[config.mk]
export PLATFORM = sky130hd
export DESIGN_NAME = k_mismatch_best_match_search
export DESIGN_NICKNAME = d
export VERILOG_FILES = /design/src/kmm_pkg.sv /design/src/kmm_cell.sv /design/src/kmm_judge.sv /design/src/k_mismatch_best_match_search.sv
export VERILOG_INCLUDE_DIRS = /design/src /design/src/src
export SDC_FILE = /design/constraint.sdc
export NUM_CORES = 2
export LEC_CHECK = 0
export BUFFER_PORTS_ARGS = -buffer_cell sky130_fd_sc_hd__buf_2
export CORE_ASPECT_RATIO = 1.4
export CORE_MARGIN = 2
export CORE_UTILIZATION = 30
export DETAILED_ROUTE_END_ITERATION = 6
export SYNTH_ARGS = -nofsm -noshare
export SYNTH_HDL_FRONTEND = slang
export SYNTH_SLANG_ARGS = --single-unit
[constraint.sdc]
create_clock -name i_clk -period 83.6 [get_ports i_clk]
set_clock_uncertainty 0.1 [all_clocks]
set_input_delay 0 -clock i_clk [delete_from_list [all_inputs] [get_ports i_clk]]
set_output_delay 0 -clock i_clk [all_outputs]
set_load 0.02 [all_outputs]
[src/k_mismatch_best_match_search_assert.svh]
// ----------------------------------------------------------------------------
// Assertion macros for the k-mismatch search
// Concurrent checks clocked on i_clk, removed when SYNTH is defined.
// ----------------------------------------------------------------------------
`ifndef K_MISMATCH_BEST_MATCH_SEARCH_ASSERT_SVH
`define K_MISMATCH_BEST_MATCH_SEARCH_ASSERT_SVH

`ifndef SYNTH
`define KMM_ASSERT(lbl, prop) \
    lbl: assert property (@(posedge i_clk) disable iff (!i_rst_n) prop) \
        else $error("k-mismatch search check failed");
`define KMM_ASSERT_ALWAYS(lbl, prop) \
    lbl: assert property (@(posedge i_clk) prop) \
        else $error("k-mismatch search check failed");
`else
`define KMM_ASSERT(lbl, prop)
`define KMM_ASSERT_ALWAYS(lbl, prop)
`endif

`endif

[src/kmm_pkg.sv]
// ----------------------------------------------------------------------------
// kmm_pkg
// Shared constants, register indexes and types of the k-mismatch search.
// ----------------------------------------------------------------------------
`timescale 1ns / 1ps

package kmm_pkg;

    localparam int PATTERN_MAX_DEF = 64;
    localparam int TEXT_MAX_DEF    = 4096;

    localparam int SYM_W       = 8;
    localparam int POS_OUT_W   = 12;
    localparam int MIS_OUT_W   = 7;
    localparam int CFG_IDX_W   = 2;
    localparam int CFG_DATA_W  = 12;
    localparam int S_TDATA_W   = 8;
    localparam int M_TDATA_W   = 24;

    localparam logic [CFG_IDX_W-1:0] CFG_MAX_MISMATCHES = 2'd0;
    localparam logic [CFG_IDX_W-1:0] CFG_START_POSITION = 2'd1;
    localparam logic [CFG_IDX_W-1:0] CFG_BEST_MODE      = 2'd2;

    localparam logic ACT_PATTERN = 1'b0;
    localparam logic ACT_TEXT    = 1'b1;

    typedef struct packed {
        logic valid;
        logic clear;
        logic judge;
        logic last;
        logic empty;
    } t_stage_ctl;

endpackage

[src/kmm_cell.sv]
// ----------------------------------------------------------------------------
// kmm_cell
// One systolic cell: holds one pattern symbol and the running mismatch count
// of one alignment, which it hands to its lower neighbor on every scored text symbol.
// ----------------------------------------------------------------------------
`timescale 1ns / 1ps

module kmm_cell #(
    parameter int CW = 7
) (
    input  logic                      i_clk,
    input  logic                      i_pat_shift,
    input  logic [kmm_pkg::SYM_W-1:0] i_pat_sym,
    output logic [kmm_pkg::SYM_W-1:0] o_pat_sym,
    input  logic                      i_txt_en,
    input  logic [kmm_pkg::SYM_W-1:0] i_txt_sym,
    input  logic                      i_start,
    input  logic [CW-1:0]             i_cnt,
    output logic [CW-1:0]             o_cnt
);
    import kmm_pkg::*;

    logic [SYM_W-1:0] r_pat;
    logic [CW-1:0]    r_cnt;
    logic [CW-1:0]    n_cnt;

    always_comb begin
        n_cnt = (i_start ? '0 : i_cnt) + CW'(r_pat != i_txt_sym);
    end

    always_ff @(posedge i_clk) begin
        if (i_pat_shift) begin
            r_pat <= i_pat_sym;
        end
        if (i_txt_en) begin
            r_cnt <= n_cnt;
        end
    end

    assign o_pat_sym = r_pat;
    assign o_cnt     = r_cnt;

endmodule

[src/kmm_judge.sv]
// ----------------------------------------------------------------------------
// kmm_judge
// Scores the alignment leaving the cell chain, keeps the best match so far (or
// the first one when best mode is off) and holds the output result register.
// ----------------------------------------------------------------------------
`timescale 1ns / 1ps
`include "k_mismatch_best_match_search_assert.svh"

module kmm_judge #(
    parameter int PW = 12,
    parameter int TW = 13,
    parameter int CW = 7
) (
    input  logic                          i_clk,
    input  logic                          i_rst_n,
    input  logic                          i_load,
    input  kmm_pkg::t_stage_ctl           i_ctl,
    input  logic [PW-1:0]                 i_pos,
    input  logic [TW-1:0]                 i_tcnt,
    input  logic [CW-1:0]                 i_count,
    input  logic [kmm_pkg::MIS_OUT_W-1:0] i_max_mis,
    input  logic [kmm_pkg::POS_OUT_W-1:0] i_start,
    input  logic                          i_best_mode,
    output logic                          o_busy,
    output logic                          o_valid,
    input  logic                          i_ready,
    output logic                          o_found,
    output logic [kmm_pkg::POS_OUT_W-1:0] o_pos,
    output logic [kmm_pkg::MIS_OUT_W-1:0] o_mis
);
    import kmm_pkg::*;

    localparam int PCW = (PW > POS_OUT_W) ? PW : POS_OUT_W;
    localparam int SCW = (TW > POS_OUT_W) ? TW : POS_OUT_W;
    localparam int MCW = (CW > MIS_OUT_W) ? CW : MIS_OUT_W;

    t_stage_ctl           r_ctl;
    logic [PW-1:0]        r_pos;
    logic [TW-1:0]        r_tcnt;
    logic                 r_seen;
    logic [PW-1:0]        r_best_pos;
    logic [CW-1:0]        r_best_mis;
    logic                 r_out_valid;
    logic                 r_out_found;
    logic [POS_OUT_W-1:0] r_out_pos;
    logic [MIS_OUT_W-1:0] r_out_mis;

    logic                 w_hold;
    logic                 w_fire;
    logic                 w_take;
    logic                 w_upd;
    logic                 n_seen;
    logic [PW-1:0]        n_best_pos;
    logic [CW-1:0]        n_best_mis;
    logic                 n_found;
    logic [POS_OUT_W-1:0] n_pos;
    logic [MIS_OUT_W-1:0] n_mis;

    assign w_hold = r_ctl.valid && r_ctl.last && r_out_valid && !i_ready;
    assign w_fire = r_ctl.valid && !w_hold;
    assign o_busy = r_ctl.valid && r_ctl.last && r_out_valid;

    always_comb begin
        w_take = r_ctl.judge
              && (PCW'(r_pos) >= PCW'(i_start))
              && (MCW'(i_count) <= MCW'(i_max_mis));
        w_upd  = w_take && (!r_seen || (i_best_mode && (i_count < r_best_mis)));
        n_seen     = r_seen || w_take;
        n_best_pos = w_upd ? r_pos : r_best_pos;
        n_best_mis = w_upd ? i_count : r_best_mis;
        if (r_ctl.empty) begin
            n_found = SCW'(i_start) <= SCW'(r_tcnt);
            n_pos   = n_found ? i_start : '0;
            n_mis   = '0;
        end else begin
            n_found = n_seen;
            n_pos   = n_seen ? POS_OUT_W'(n_best_pos) : '0;
            n_mis   = n_seen ? MIS_OUT_W'(n_best_mis) : '0;
        end
    end

    always_ff @(posedge i_clk) begin
        if (!i_rst_n) begin
            r_ctl       <= '0;
            r_seen      <= 1'b0;
            r_best_pos  <= '0;
            r_best_mis  <= '0;
            r_out_valid <= 1'b0;
        end else begin
            if (i_load) begin
                r_ctl <= i_ctl;
            end else if (!w_hold) begin
                r_ctl.valid <= 1'b0;
            end
            if (w_fire) begin
                if (r_ctl.clear || r_ctl.last) begin
                    r_seen     <= 1'b0;
                    r_best_pos <= '0;
                    r_best_mis <= '0;
                end else begin
                    r_seen     <= n_seen;
                    r_best_pos <= n_best_pos;
                    r_best_mis <= n_best_mis;
                end
            end
            if (w_fire && r_ctl.last) begin
                r_out_valid <= 1'b1;
            end else if (i_ready) begin
                r_out_valid <= 1'b0;
            end
        end
    end

    always_ff @(posedge i_clk) begin
        if (i_load) begin
            r_pos  <= i_pos;
            r_tcnt <= i_tcnt;
        end
        if (w_fire && r_ctl.last) begin
            r_out_found <= n_found;
            r_out_pos   <= n_pos;
            r_out_mis   <= n_mis;
        end
    end

    assign o_valid = r_out_valid;
    assign o_found = r_out_found;
    assign o_pos   = r_out_pos;
    assign o_mis   = r_out_mis;

    `KMM_ASSERT(a_no_match_reads_zero,
        r_out_valid && !r_out_found |-> r_out_pos == '0 && r_out_mis == '0)
    `KMM_ASSERT(a_result_follows_last, $rose(r_out_valid) |-> $past(r_ctl.valid && r_ctl.last))

endmodule

[src/k_mismatch_best_match_search.sv]
// ----------------------------------------------------------------------------
// k_mismatch_best_match_search
// Hamming-distance pattern search over a byte stream with a systolic chain.
// ----------------------------------------------------------------------------
// The block takes one symbol per clock, pattern and text alike, with no gaps
// between texts or patterns. The pattern shifts into a chain of PATTERN_MAX
// cells; each text symbol is compared in every cell at once while the running
// mismatch counts step one cell down, so every alignment is scored in
// parallel and one alignment completes per text symbol. The result of a text
// is registered twice: its last symbol is first loaded into the scoring stage,
// which then moves the result into the output register. The input stays ready
// except while a result still waits on the output and a further last symbol
// already sits in the scoring stage; the input then stays low until that stage
// has moved its result into the output register, even when the waiting result
// is taken at once. No clearing pass is needed after reset.
// ----------------------------------------------------------------------------
`timescale 1ns / 1ps
`include "k_mismatch_best_match_search_assert.svh"

module k_mismatch_best_match_search #(
    parameter int PATTERN_MAX = kmm_pkg::PATTERN_MAX_DEF,
    parameter int TEXT_MAX    = kmm_pkg::TEXT_MAX_DEF
) (
    input  logic                           i_clk,
    input  logic                           i_rst_n,
    // Configuration write channel.
    input  logic                           i_cfg_valid,
    output logic                           o_cfg_ready,
    input  logic [kmm_pkg::CFG_IDX_W-1:0]  i_cfg_index,
    input  logic [kmm_pkg::CFG_DATA_W-1:0] i_cfg_data,
    // Input stream.
    input  logic                           s_axis_tvalid,
    output logic                           s_axis_tready,
    input  logic [kmm_pkg::S_TDATA_W-1:0]  s_axis_tdata,  // [7:0] symbol
    input  logic [0:0]                     s_axis_tuser,  // [0] action
    input  logic                           s_axis_tlast,
    // Result stream.
    output logic                           m_axis_tvalid,
    input  logic                           m_axis_tready,
    output logic [kmm_pkg::M_TDATA_W-1:0]  m_axis_tdata,  // [11:0] position, [18:12] mismatches
    output logic [0:0]                     m_axis_tuser   // [0] found
);
    import kmm_pkg::*;

    localparam int LW = $clog2(PATTERN_MAX + 1);
    localparam int CW = $clog2(PATTERN_MAX + 1);
    localparam int TW = $clog2(TEXT_MAX + 1);
    localparam int PW = $clog2(TEXT_MAX);
    localparam int XW = ((TW > LW) ? TW : LW) + 1;

    logic [MIS_OUT_W-1:0] r_max_mis;
    logic [POS_OUT_W-1:0] r_start;
    logic                 r_best_mode;
    logic [LW-1:0]        r_len;
    logic                 r_closed;
    logic [TW-1:0]        r_tidx;

    logic                 w_accept;
    logic                 w_is_text;
    logic                 w_scored;
    logic                 w_pat_shift;
    logic                 w_txt_en;
    logic                 w_busy;
    logic                 w_found;
    logic [POS_OUT_W-1:0] w_pos_out;
    logic [MIS_OUT_W-1:0] w_mis_out;
    logic [XW-1:0]        w_tnext;
    t_stage_ctl           w_ctl;
    logic [PW-1:0]        w_pos;
    logic [TW-1:0]        w_tcnt;

    logic [SYM_W-1:0]     w_pat [PATTERN_MAX];
    logic [CW-1:0]        w_cnt [PATTERN_MAX];

    assign o_cfg_ready   = 1'b1;
    assign s_axis_tready = !w_busy;
    assign w_accept      = s_axis_tvalid && s_axis_tready;
    assign w_is_text     = s_axis_tuser[0] == ACT_TEXT;
    assign w_scored      = r_tidx < TW'(TEXT_MAX);
    assign w_pat_shift   = w_accept && !w_is_text && (r_closed || (r_len < LW'(PATTERN_MAX)));
    assign w_txt_en      = w_accept && w_is_text && w_scored;
    assign w_tnext       = XW'(r_tidx) + XW'(1);

    always_comb begin
        w_ctl.valid = 1'b1;
        w_ctl.clear = !w_is_text;
        w_ctl.judge = w_is_text && w_scored && (r_len != '0) && (w_tnext >= XW'(r_len));
        w_ctl.last  = w_is_text && s_axis_tlast;
        w_ctl.empty = r_len == '0;
        w_pos       = PW'(w_tnext - XW'(r_len));
        w_tcnt      = w_scored ? TW'(w_tnext) : r_tidx;
    end

    always_ff @(posedge i_clk) begin
        if (!i_rst_n) begin
            r_max_mis   <= '0;
            r_start     <= '0;
            r_best_mode <= 1'b1;
        end else if (i_cfg_valid && o_cfg_ready) begin
            case (i_cfg_index)
                CFG_MAX_MISMATCHES: r_max_mis   <= i_cfg_data[MIS_OUT_W-1:0];
                CFG_START_POSITION: r_start     <= i_cfg_data[POS_OUT_W-1:0];
                CFG_BEST_MODE:      r_best_mode <= i_cfg_data[0];
                default: begin
                end
            endcase
        end
    end

    always_ff @(posedge i_clk) begin
        if (!i_rst_n) begin
            r_len    <= '0;
            r_closed <= 1'b0;
            r_tidx   <= '0;
        end else if (w_accept) begin
            if (!w_is_text) begin
                if (r_closed) begin
                    r_len <= LW'(1);
                end else if (r_len < LW'(PATTERN_MAX)) begin
                    r_len <= r_len + LW'(1);
                end
                r_closed <= s_axis_tlast;
                r_tidx   <= '0;
            end else if (s_axis_tlast) begin
                r_tidx <= '0;
            end else if (w_scored) begin
                r_tidx <= TW'(w_tnext);
            end
        end
    end

    for (genvar gi = 0; gi < PATTERN_MAX; gi++) begin : g_cell
        logic [SYM_W-1:0] w_sym_in;
        logic [CW-1:0]    w_cnt_in;
        logic             w_start;

        if (gi == 0) begin : g_head
            assign w_sym_in = s_axis_tdata[SYM_W-1:0];
        end else begin : g_body
            assign w_sym_in = w_pat[gi-1];
        end

        if (gi == PATTERN_MAX - 1) begin : g_end
            assign w_cnt_in = '0;
        end else begin : g_link
            assign w_cnt_in = w_cnt[gi+1];
        end

        assign w_start = r_len <= LW'(gi + 1);

        kmm_cell #(
            .CW (CW)
        ) u_cell (
            .i_clk       (i_clk),
            .i_pat_shift (w_pat_shift),
            .i_pat_sym   (w_sym_in),
            .o_pat_sym   (w_pat[gi]),
            .i_txt_en    (w_txt_en),
            .i_txt_sym   (s_axis_tdata[SYM_W-1:0]),
            .i_start     (w_start),
            .i_cnt       (w_cnt_in),
            .o_cnt       (w_cnt[gi])
        );
    end

    kmm_judge #(
        .PW (PW),
        .TW (TW),
        .CW (CW)
    ) u_judge (
        .i_clk       (i_clk),
        .i_rst_n     (i_rst_n),
        .i_load      (w_accept),
        .i_ctl       (w_ctl),
        .i_pos       (w_pos),
        .i_tcnt      (w_tcnt),
        .i_count     (w_cnt[0]),
        .i_max_mis   (r_max_mis),
        .i_start     (r_start),
        .i_best_mode (r_best_mode),
        .o_busy      (w_busy),
        .o_valid     (m_axis_tvalid),
        .i_ready     (m_axis_tready),
        .o_found     (w_found),
        .o_pos       (w_pos_out),
        .o_mis       (w_mis_out)
    );

    assign m_axis_tuser = w_found;
    assign m_axis_tdata = {{(M_TDATA_W - POS_OUT_W - MIS_OUT_W){1'b0}}, w_mis_out, w_pos_out};

    `KMM_ASSERT(a_text_index_range, r_tidx <= TW'(TEXT_MAX))
    `KMM_ASSERT(a_pattern_len_range, r_len <= LW'(PATTERN_MAX))
    `KMM_ASSERT(a_text_end_clears, w_accept && w_is_text && s_axis_tlast |=> r_tidx == '0)
    `KMM_ASSERT(a_pattern_load_state, w_accept && !w_is_text |=> r_tidx == '0 && r_len != '0)

endmodule
* Yosys cells after proc, flatten, opt, wreduce, memory -nomap -nowiden
Cells that the tools add are included.
** Storage, ports and cells
- Bits in registers :: 1066
- Input bits :: 29
- Output and inout bits :: 28
- Word-level logic and storage cells :: 472
** Cells by class
- $add $sub $neg :: 66
- $lt $le $gt $ge :: 70
- Equality and inequality tests :: 67
- Multiplexer cells :: 81
- Bitwise operators :: 2
- Reduce and logical (&&, ||, !) cells :: 38
** Operator list (count)
- inequality test 8 bit :: 64
- two-way mux 7 bit :: 66
- adder 7 x 1 -> 7 bit :: 63
- <= comparator 7 x 6 -> 1 bit, second input constant :: 32
- <= comparator 7 x 5 -> 1 bit, second input constant :: 16
- two-way mux 12 bit :: 5
- <= comparator 7 x 4 -> 1 bit, second input constant :: 8
- two-way mux 13 bit :: 3
- <= comparator 7 x 3 -> 1 bit, second input constant :: 4
- logical AND 1 bit :: 18
- adder 13 x 1 -> 14 bit, second input constant :: 1
- >= comparator 14 x 7 -> 1 bit :: 1
- <= comparator 7 x 2 -> 1 bit, second input constant :: 2
- <= comparator 12 x 13 -> 1 bit :: 1
- < comparator 13 bit, second input constant :: 1
- >= comparator 12 bit :: 1
- subtractor 12 x 7 -> 12 bit :: 1
- AND reduction 2 bit :: 4
- adder 7 x 1 -> 7 bit, second input constant :: 1
- <= comparator 7 x 1 -> 1 bit, second input constant :: 1
- <= comparator 7 bit :: 1
- zero test 7 bit :: 1
- < comparator 7 bit :: 1
- < comparator 7 bit, second input constant :: 1
- other kinds (12) :: 27

* Logic depth before layout (Yosys ltp)
- Depth after elaboration :: 7
- Mapped depth :: 14
- Mapped depth without buffers :: 12

* Hierarchy
From an unflattened synthesis, not the netlist that was laid out.
** Unflattened totals
- Cell total of the unflattened synthesis :: 3966
- Area total of the unflattened synthesis :: 51828.5 µm²
** Modules (own cells, without submodules)
- kmm_cell :: instances 64, cells each 49, area each 695.7 µm², seq. area each 450.4 µm²
- kmm_judge :: instances 1, cells each 345, area each 3824.9 µm², seq. area each 1871.8 µm²
- k_mismatch_best_match_search :: instances 1, cells each 485, area each 3480.8 µm², seq. area each 820.8 µm²

* Least setup slack after synthesis
No wires, ideal clock.
- Path kind :: register -> register
- From :: register u_judge.r_out_valid, in the netlist u_judge.o_valid
- To :: register g_cell[0].u_cell.r_pat[0] (enable)
- Arrival :: 25.543 ns
- Data required time :: 81.938 ns
- Setup slack :: 56.395 ns
- Stages on the path, launching flop included :: 5
- Buffers on the path :: 1
- Cells stage by stage :: dfxtp_1 -> nand3_1 -> nand3b_1 -> clkbuf_1 -> a21oi_1
** Between the ends
- Longest elaborated chain between the ends :: 5
** Ends and longest elaborated chain
- start: declaration :: line kmm_judge.sv:43 : logic r_out_valid;
- start signal: assignment :: line kmm_judge.sv:88 : r_out_valid <= 1'b0;
- start signal: assignment :: line kmm_judge.sv:107 : r_out_valid <= 1'b1;
- start signal: assignment :: line kmm_judge.sv:109 : r_out_valid <= 1'b0;
- logical AND 1 bit :: line kmm_judge.sv:61 : assign o_busy = r_ctl.valid && r_ctl.last && r_out_valid;
- zero test 1 bit :: line k_mismatch_best_match_search.sv:76 : assign s_axis_tready = !w_busy;
- net s_axis_tready :: line k_mismatch_best_match_search.sv:33 : output logic s_axis_tready,
- logical AND 1 bit :: line k_mismatch_best_match_search.sv:77 : assign w_accept = s_axis_tvalid && s_axis_tready;
- logical AND 1 bit (2 in a row) :: line k_mismatch_best_match_search.sv:80 : assign w_pat_shift = w_accept && !w_is_text && (r_closed || (r_len < LW'(PATTERN_MAX)));
- net g_cell[0].u_cell.i_pat_shift :: line kmm_cell.sv:12 : input logic i_pat_shift,
- end signal: assignment :: line kmm_cell.sv:33 : r_pat <= i_pat_sym;
- end: declaration :: line kmm_cell.sv:23 : logic [SYM_W-1:0] r_pat;
The timed path passes the listed nets, and every way through them passes these cells.
A chain may end at the register's enable or synchronous reset.

* Final worst setup path
- From :: register u_judge.r_ctl[1] (netlist bit)
- To :: register g_cell[26].u_cell.r_pat[5] (enable)
** Between the ends
- Longest elaborated chain between the ends :: 6
** Ends and longest elaborated chain
- start: declaration :: line kmm_judge.sv:37 : t_stage_ctl r_ctl;
- start signal: assignment :: line kmm_judge.sv:91 : r_ctl <= i_ctl;
- logical AND 1 bit (2 in a row) :: line kmm_judge.sv:61
- zero test 1 bit :: line k_mismatch_best_match_search.sv:76
- logical AND 1 bit :: line k_mismatch_best_match_search.sv:77
- logical AND 1 bit (2 in a row) :: line k_mismatch_best_match_search.sv:80
- net g_cell[0].u_cell.i_pat_shift :: line kmm_cell.sv:12
- end signal: assignment :: line kmm_cell.sv:33
- end: declaration :: line kmm_cell.sv:23
The timed path passes the listed nets, and every way through them passes these cells.

==> results.toml <==
[status]
status = "finished clean"

[yosys]
synthArstFlopShare_pct = 0
synth_edf_count = 984
yosysMostFrequentCell = "edfxtp_1"
ys_warn_count = 0
ys_types = 64
yosysSeqAreaShare_pct = 62.54
synth.largest_area_cell = "edfxtp_1"
yosys-top-cells-area = "edfxtp_1 (60%), xor2_1 (13%), ha_1 (4.4%), dfxtp_1 (2.7%), nand3_1 (2.6%)"
synth_top_cell_area_share_pct = 59.83
netlist_area_mm2 = 0.04939
ys_ff_latch = 1051
yosys-top-cells-count = "edfxtp_1 (984), xor2_1 (737), nor2_1 (299), nand3_1 (261), ha_1 (174)"
synth_cells = 3773
syn_area_per_cell_um2 = 13.09
synth_flop_cell = "edfxtp_1"

[clock_network]
clk_pin_slew_ns = 0.07
cts_resized = 0
clkLatencyLatePin_ns = 0.73
numCtsBuffers = 101
h-tree-depth = 3
cts.path.max_buffers = 3
cts.sinks = 1051
holdBufCountCts = 49
root_buffer = "clkbuf_16"
cts_tree = "yes"
postCtsSetupBuffers = 0

[worst_setup_path]
path_class = "reg -> reg"
reg2reg_to = "g_cell[26].u_cell.o_pat_sym[5]"
endpoint_kind = "flip-flop"
ff2ff_path_depth = 7
critPathMaxFanout = 210
cp.required_ns = 83.85
cp-start-kind = "flip-flop"
rrSetupSlack_ns = 78.73
r2r_start = "u_judge.r_ctl[1]"
critical_path_arrival_ns = 5.13

[final_layout]
drive_above_1_share_pct = 6.678
syn_to_final_growth_pct = 13.41
nets = 4085
multi_input_area_mm2 = 0.01778
fill_cells = 16010
register_area_mm2 = 0.03089

[power_and_ir_drop]
vdd_drop_max_v = 0.00001643
p_per_area_mw_per_mm2 = 20.10
total_power_mw = 1.126
p_leak_nw = 18.61

[hold_path]
hold_depth = 4
worst_hold_startpoint = "m_axis_tready"
min_path_type = "in -> reg"
hold_path_end = "u_judge.r_ctl[4]"

[timing]
whs_ns = 0.08531
setup_viol = 0
slew_violations = 0
setup_ws_ns = 78.73
final-hold-violation-count = 0
tightestPinTransition_ns = 1.337
setup_tns_ns = 0
fin_crit_ns = 4.874
rsz0062_at_grt = "no"
slew_headroom_pct = 10.84
finalCritPeriodShare_pct = 5.830
fmax_mhz = 205.2

[job]
cap_violations = 0

[detailed_routing]
final_antenna_net_count = 0
routedWlPerCell_um = 17.01
finalWirelength_um = 103900
vias = 28760
first_pass_iters = 5
drt_iter0_markers = 2035
vias_per_cell = 4.709
drc = 0

[floorplan]
coreArea_mm2 = 0.1638
die_y_um = 484.1
pin_count = 57
start_util_pct = 30.15
num_rows = 176
die_x_um = 346.9
die_area_mm2 = 0.1679

[grt]
grt_max_degree = 211
overflow = 0
grt_util_all_layers_pct = 12.13
grt_pass1_wl_um = 163500
antenna_found_initial = 6
grt_pass1_vias = 29280

[place]
hpwl_um = 68540
pre_cts_slack_ns = 78.47
port_buffers = 50
place.gp.congestion = 0.8281
## cell type report
type,count,area share (%)
tap,2136,4.771
antenna,3,0.01340
sequential,1051,55.15
clock buffer,119,4.633
timing repair buffer,138,1.925
multi-input combinational,2534,31.75
clock inverter,71,1.396
inverter,55,0.3686
## how the worst max path moves through the flow
| stage | start | end | slack, ns | cells after the start |
|---|---|---|---|---|
| global placement | u_judge.r_ctl[1] | g_cell[27].u_cell.o_pat_sym[2] | 78.58 | 7 |
| finish | u_judge.r_ctl[1] | g_cell[26].u_cell.o_pat_sym[5] | 78.73 | 7 |
| CTS | u_judge.r_ctl[4] | g_cell[25].u_cell.o_pat_sym[5] | 78.51 | 7 |
| global route | u_judge.r_ctl[1] | g_cell[22].u_cell.o_pat_sym[5] | 78.22 | 7 |
| detailed placement | u_judge.r_ctl[1] | g_cell[26].u_cell.o_pat_sym[3] | 78.47 | 7 |
| floorplan | u_judge.o_valid | g_cell[0].u_cell.o_pat_sym[0] | 56.40 | 4 |
## registers in the layout, summed over array words and instances, names as in the netlist, 5 cells and up
name	flops
g_cell.u_cell.o_pat_sym	512
g_cell.u_cell.o_cnt	427
r_tidx	13
u_judge.r_tcnt	13
r_start	12
u_judge.o_pos	12
u_judge.r_best_pos	12
u_judge.r_pos	12
r_len	7
r_max_mis	7
u_judge.o_mis	7
u_judge.r_best_mis	7
u_judge.r_ctl	5
## metrics by stage
step	instance area (um^2)	utilization, %	instances
floorplan	49400	-	3777
global placement	52140	31.82	5865
detailed placement	52140	31.82	5865
CTS	56010	34.18	6104
global route	56020	34.19	6107
finish	56020	34.19	6107
## critical path: stages (launching register included)
cell and delay [ns]:
dfxtp_1 0.36, nand3_1 0.23, nand3b_1 0.40, a21oi_4 0.35, buf_12 0.60, buf_4 0.87, buf_4 0.76, buf_4 0.67
## power breakdown
part | internal, mW | leakage [nW] | total (mW) | switching (mW)
sequential | 0.590 | 9.35 | 0.601 | 0.0114
combinational | 0.0183 | 7.62 | 0.0538 | 0.0356
clock | 0.264 | 1.64 | 0.471 | 0.207
## routing by layer
| layer | vias to the layer above | global-route usage, % | part of all wire, % |
|---|---|---|---|
| met1 | 14250 | 14.92 | 43 |
| met2 | 519 | 21.46 | 51 |
| met3 | 165 | 1.716 | 3.5 |
| li1 | 13820 | - | - |
| met4 | 6 | 4.512 | 2.8 |
| met5 | - | 0 | 0.035 |
## cell families (layout without fill, tap and decap cells)
| group | after synthesis | in the layout | synth area share [%] |
|---|---|---|---|
| compound gates | 298 | 298 | 3.813 |
| fa+ha+maj | 175 | 175 | 4.449 |
| simple gates | 1203 | 1203 | 12.46 |
| other cells | 2 | 9 | 0.01521 |
| flops | 1051 | 1051 | 62.54 |
| xor+xnor | 835 | 835 | 14.81 |
| mux | 17 | 17 | 0.3471 |
| buf+inv | 192 | 383 | 1.566 |
## cell usage in the layout (no fill, tap or decap), types with 9 or more instances in the layout
| master | count |
|---|---|
| xor2_1 | 737 |
| mux2i_1 | 16 |
| ha_1 | 174 |
| clkinv_1 | 25 |
| and3_1 | 92 |
| nand3_1 | 261 |
| nor2_1 | 298 |
| o21ai_0 | 66 |
| nor4_1 | 131 |
| nand2_1 | 135 |
| a211oi_1 | 16 |
| clkbuf_16 | 101 |
| bufinv_16 | 13 |
| dlygate4sd3_1 | 49 |
| inv_1 | 52 |
| and2_1 | 25 |
| a22oi_1 | 10 |
| dfxtp_1 | 67 |
| a21oi_1 | 93 |
| nor3_1 | 15 |
| edfxtp_1 | 984 |
| xnor2_1 | 98 |
| buf_2 | 42 |
| o211ai_2 | 9 |
| nand4_1 | 29 |
| clkinv_2 | 20 |
| nand2b_1 | 44 |
| clkbuf_1 | 18 |
| a41oi_1 | 12 |
| buf_4 | 45 |
| nor2b_1 | 147 |
| o211ai_1 | 22 |
| a31oi_1 | 22 |
(Power assumes the default switching activity.)
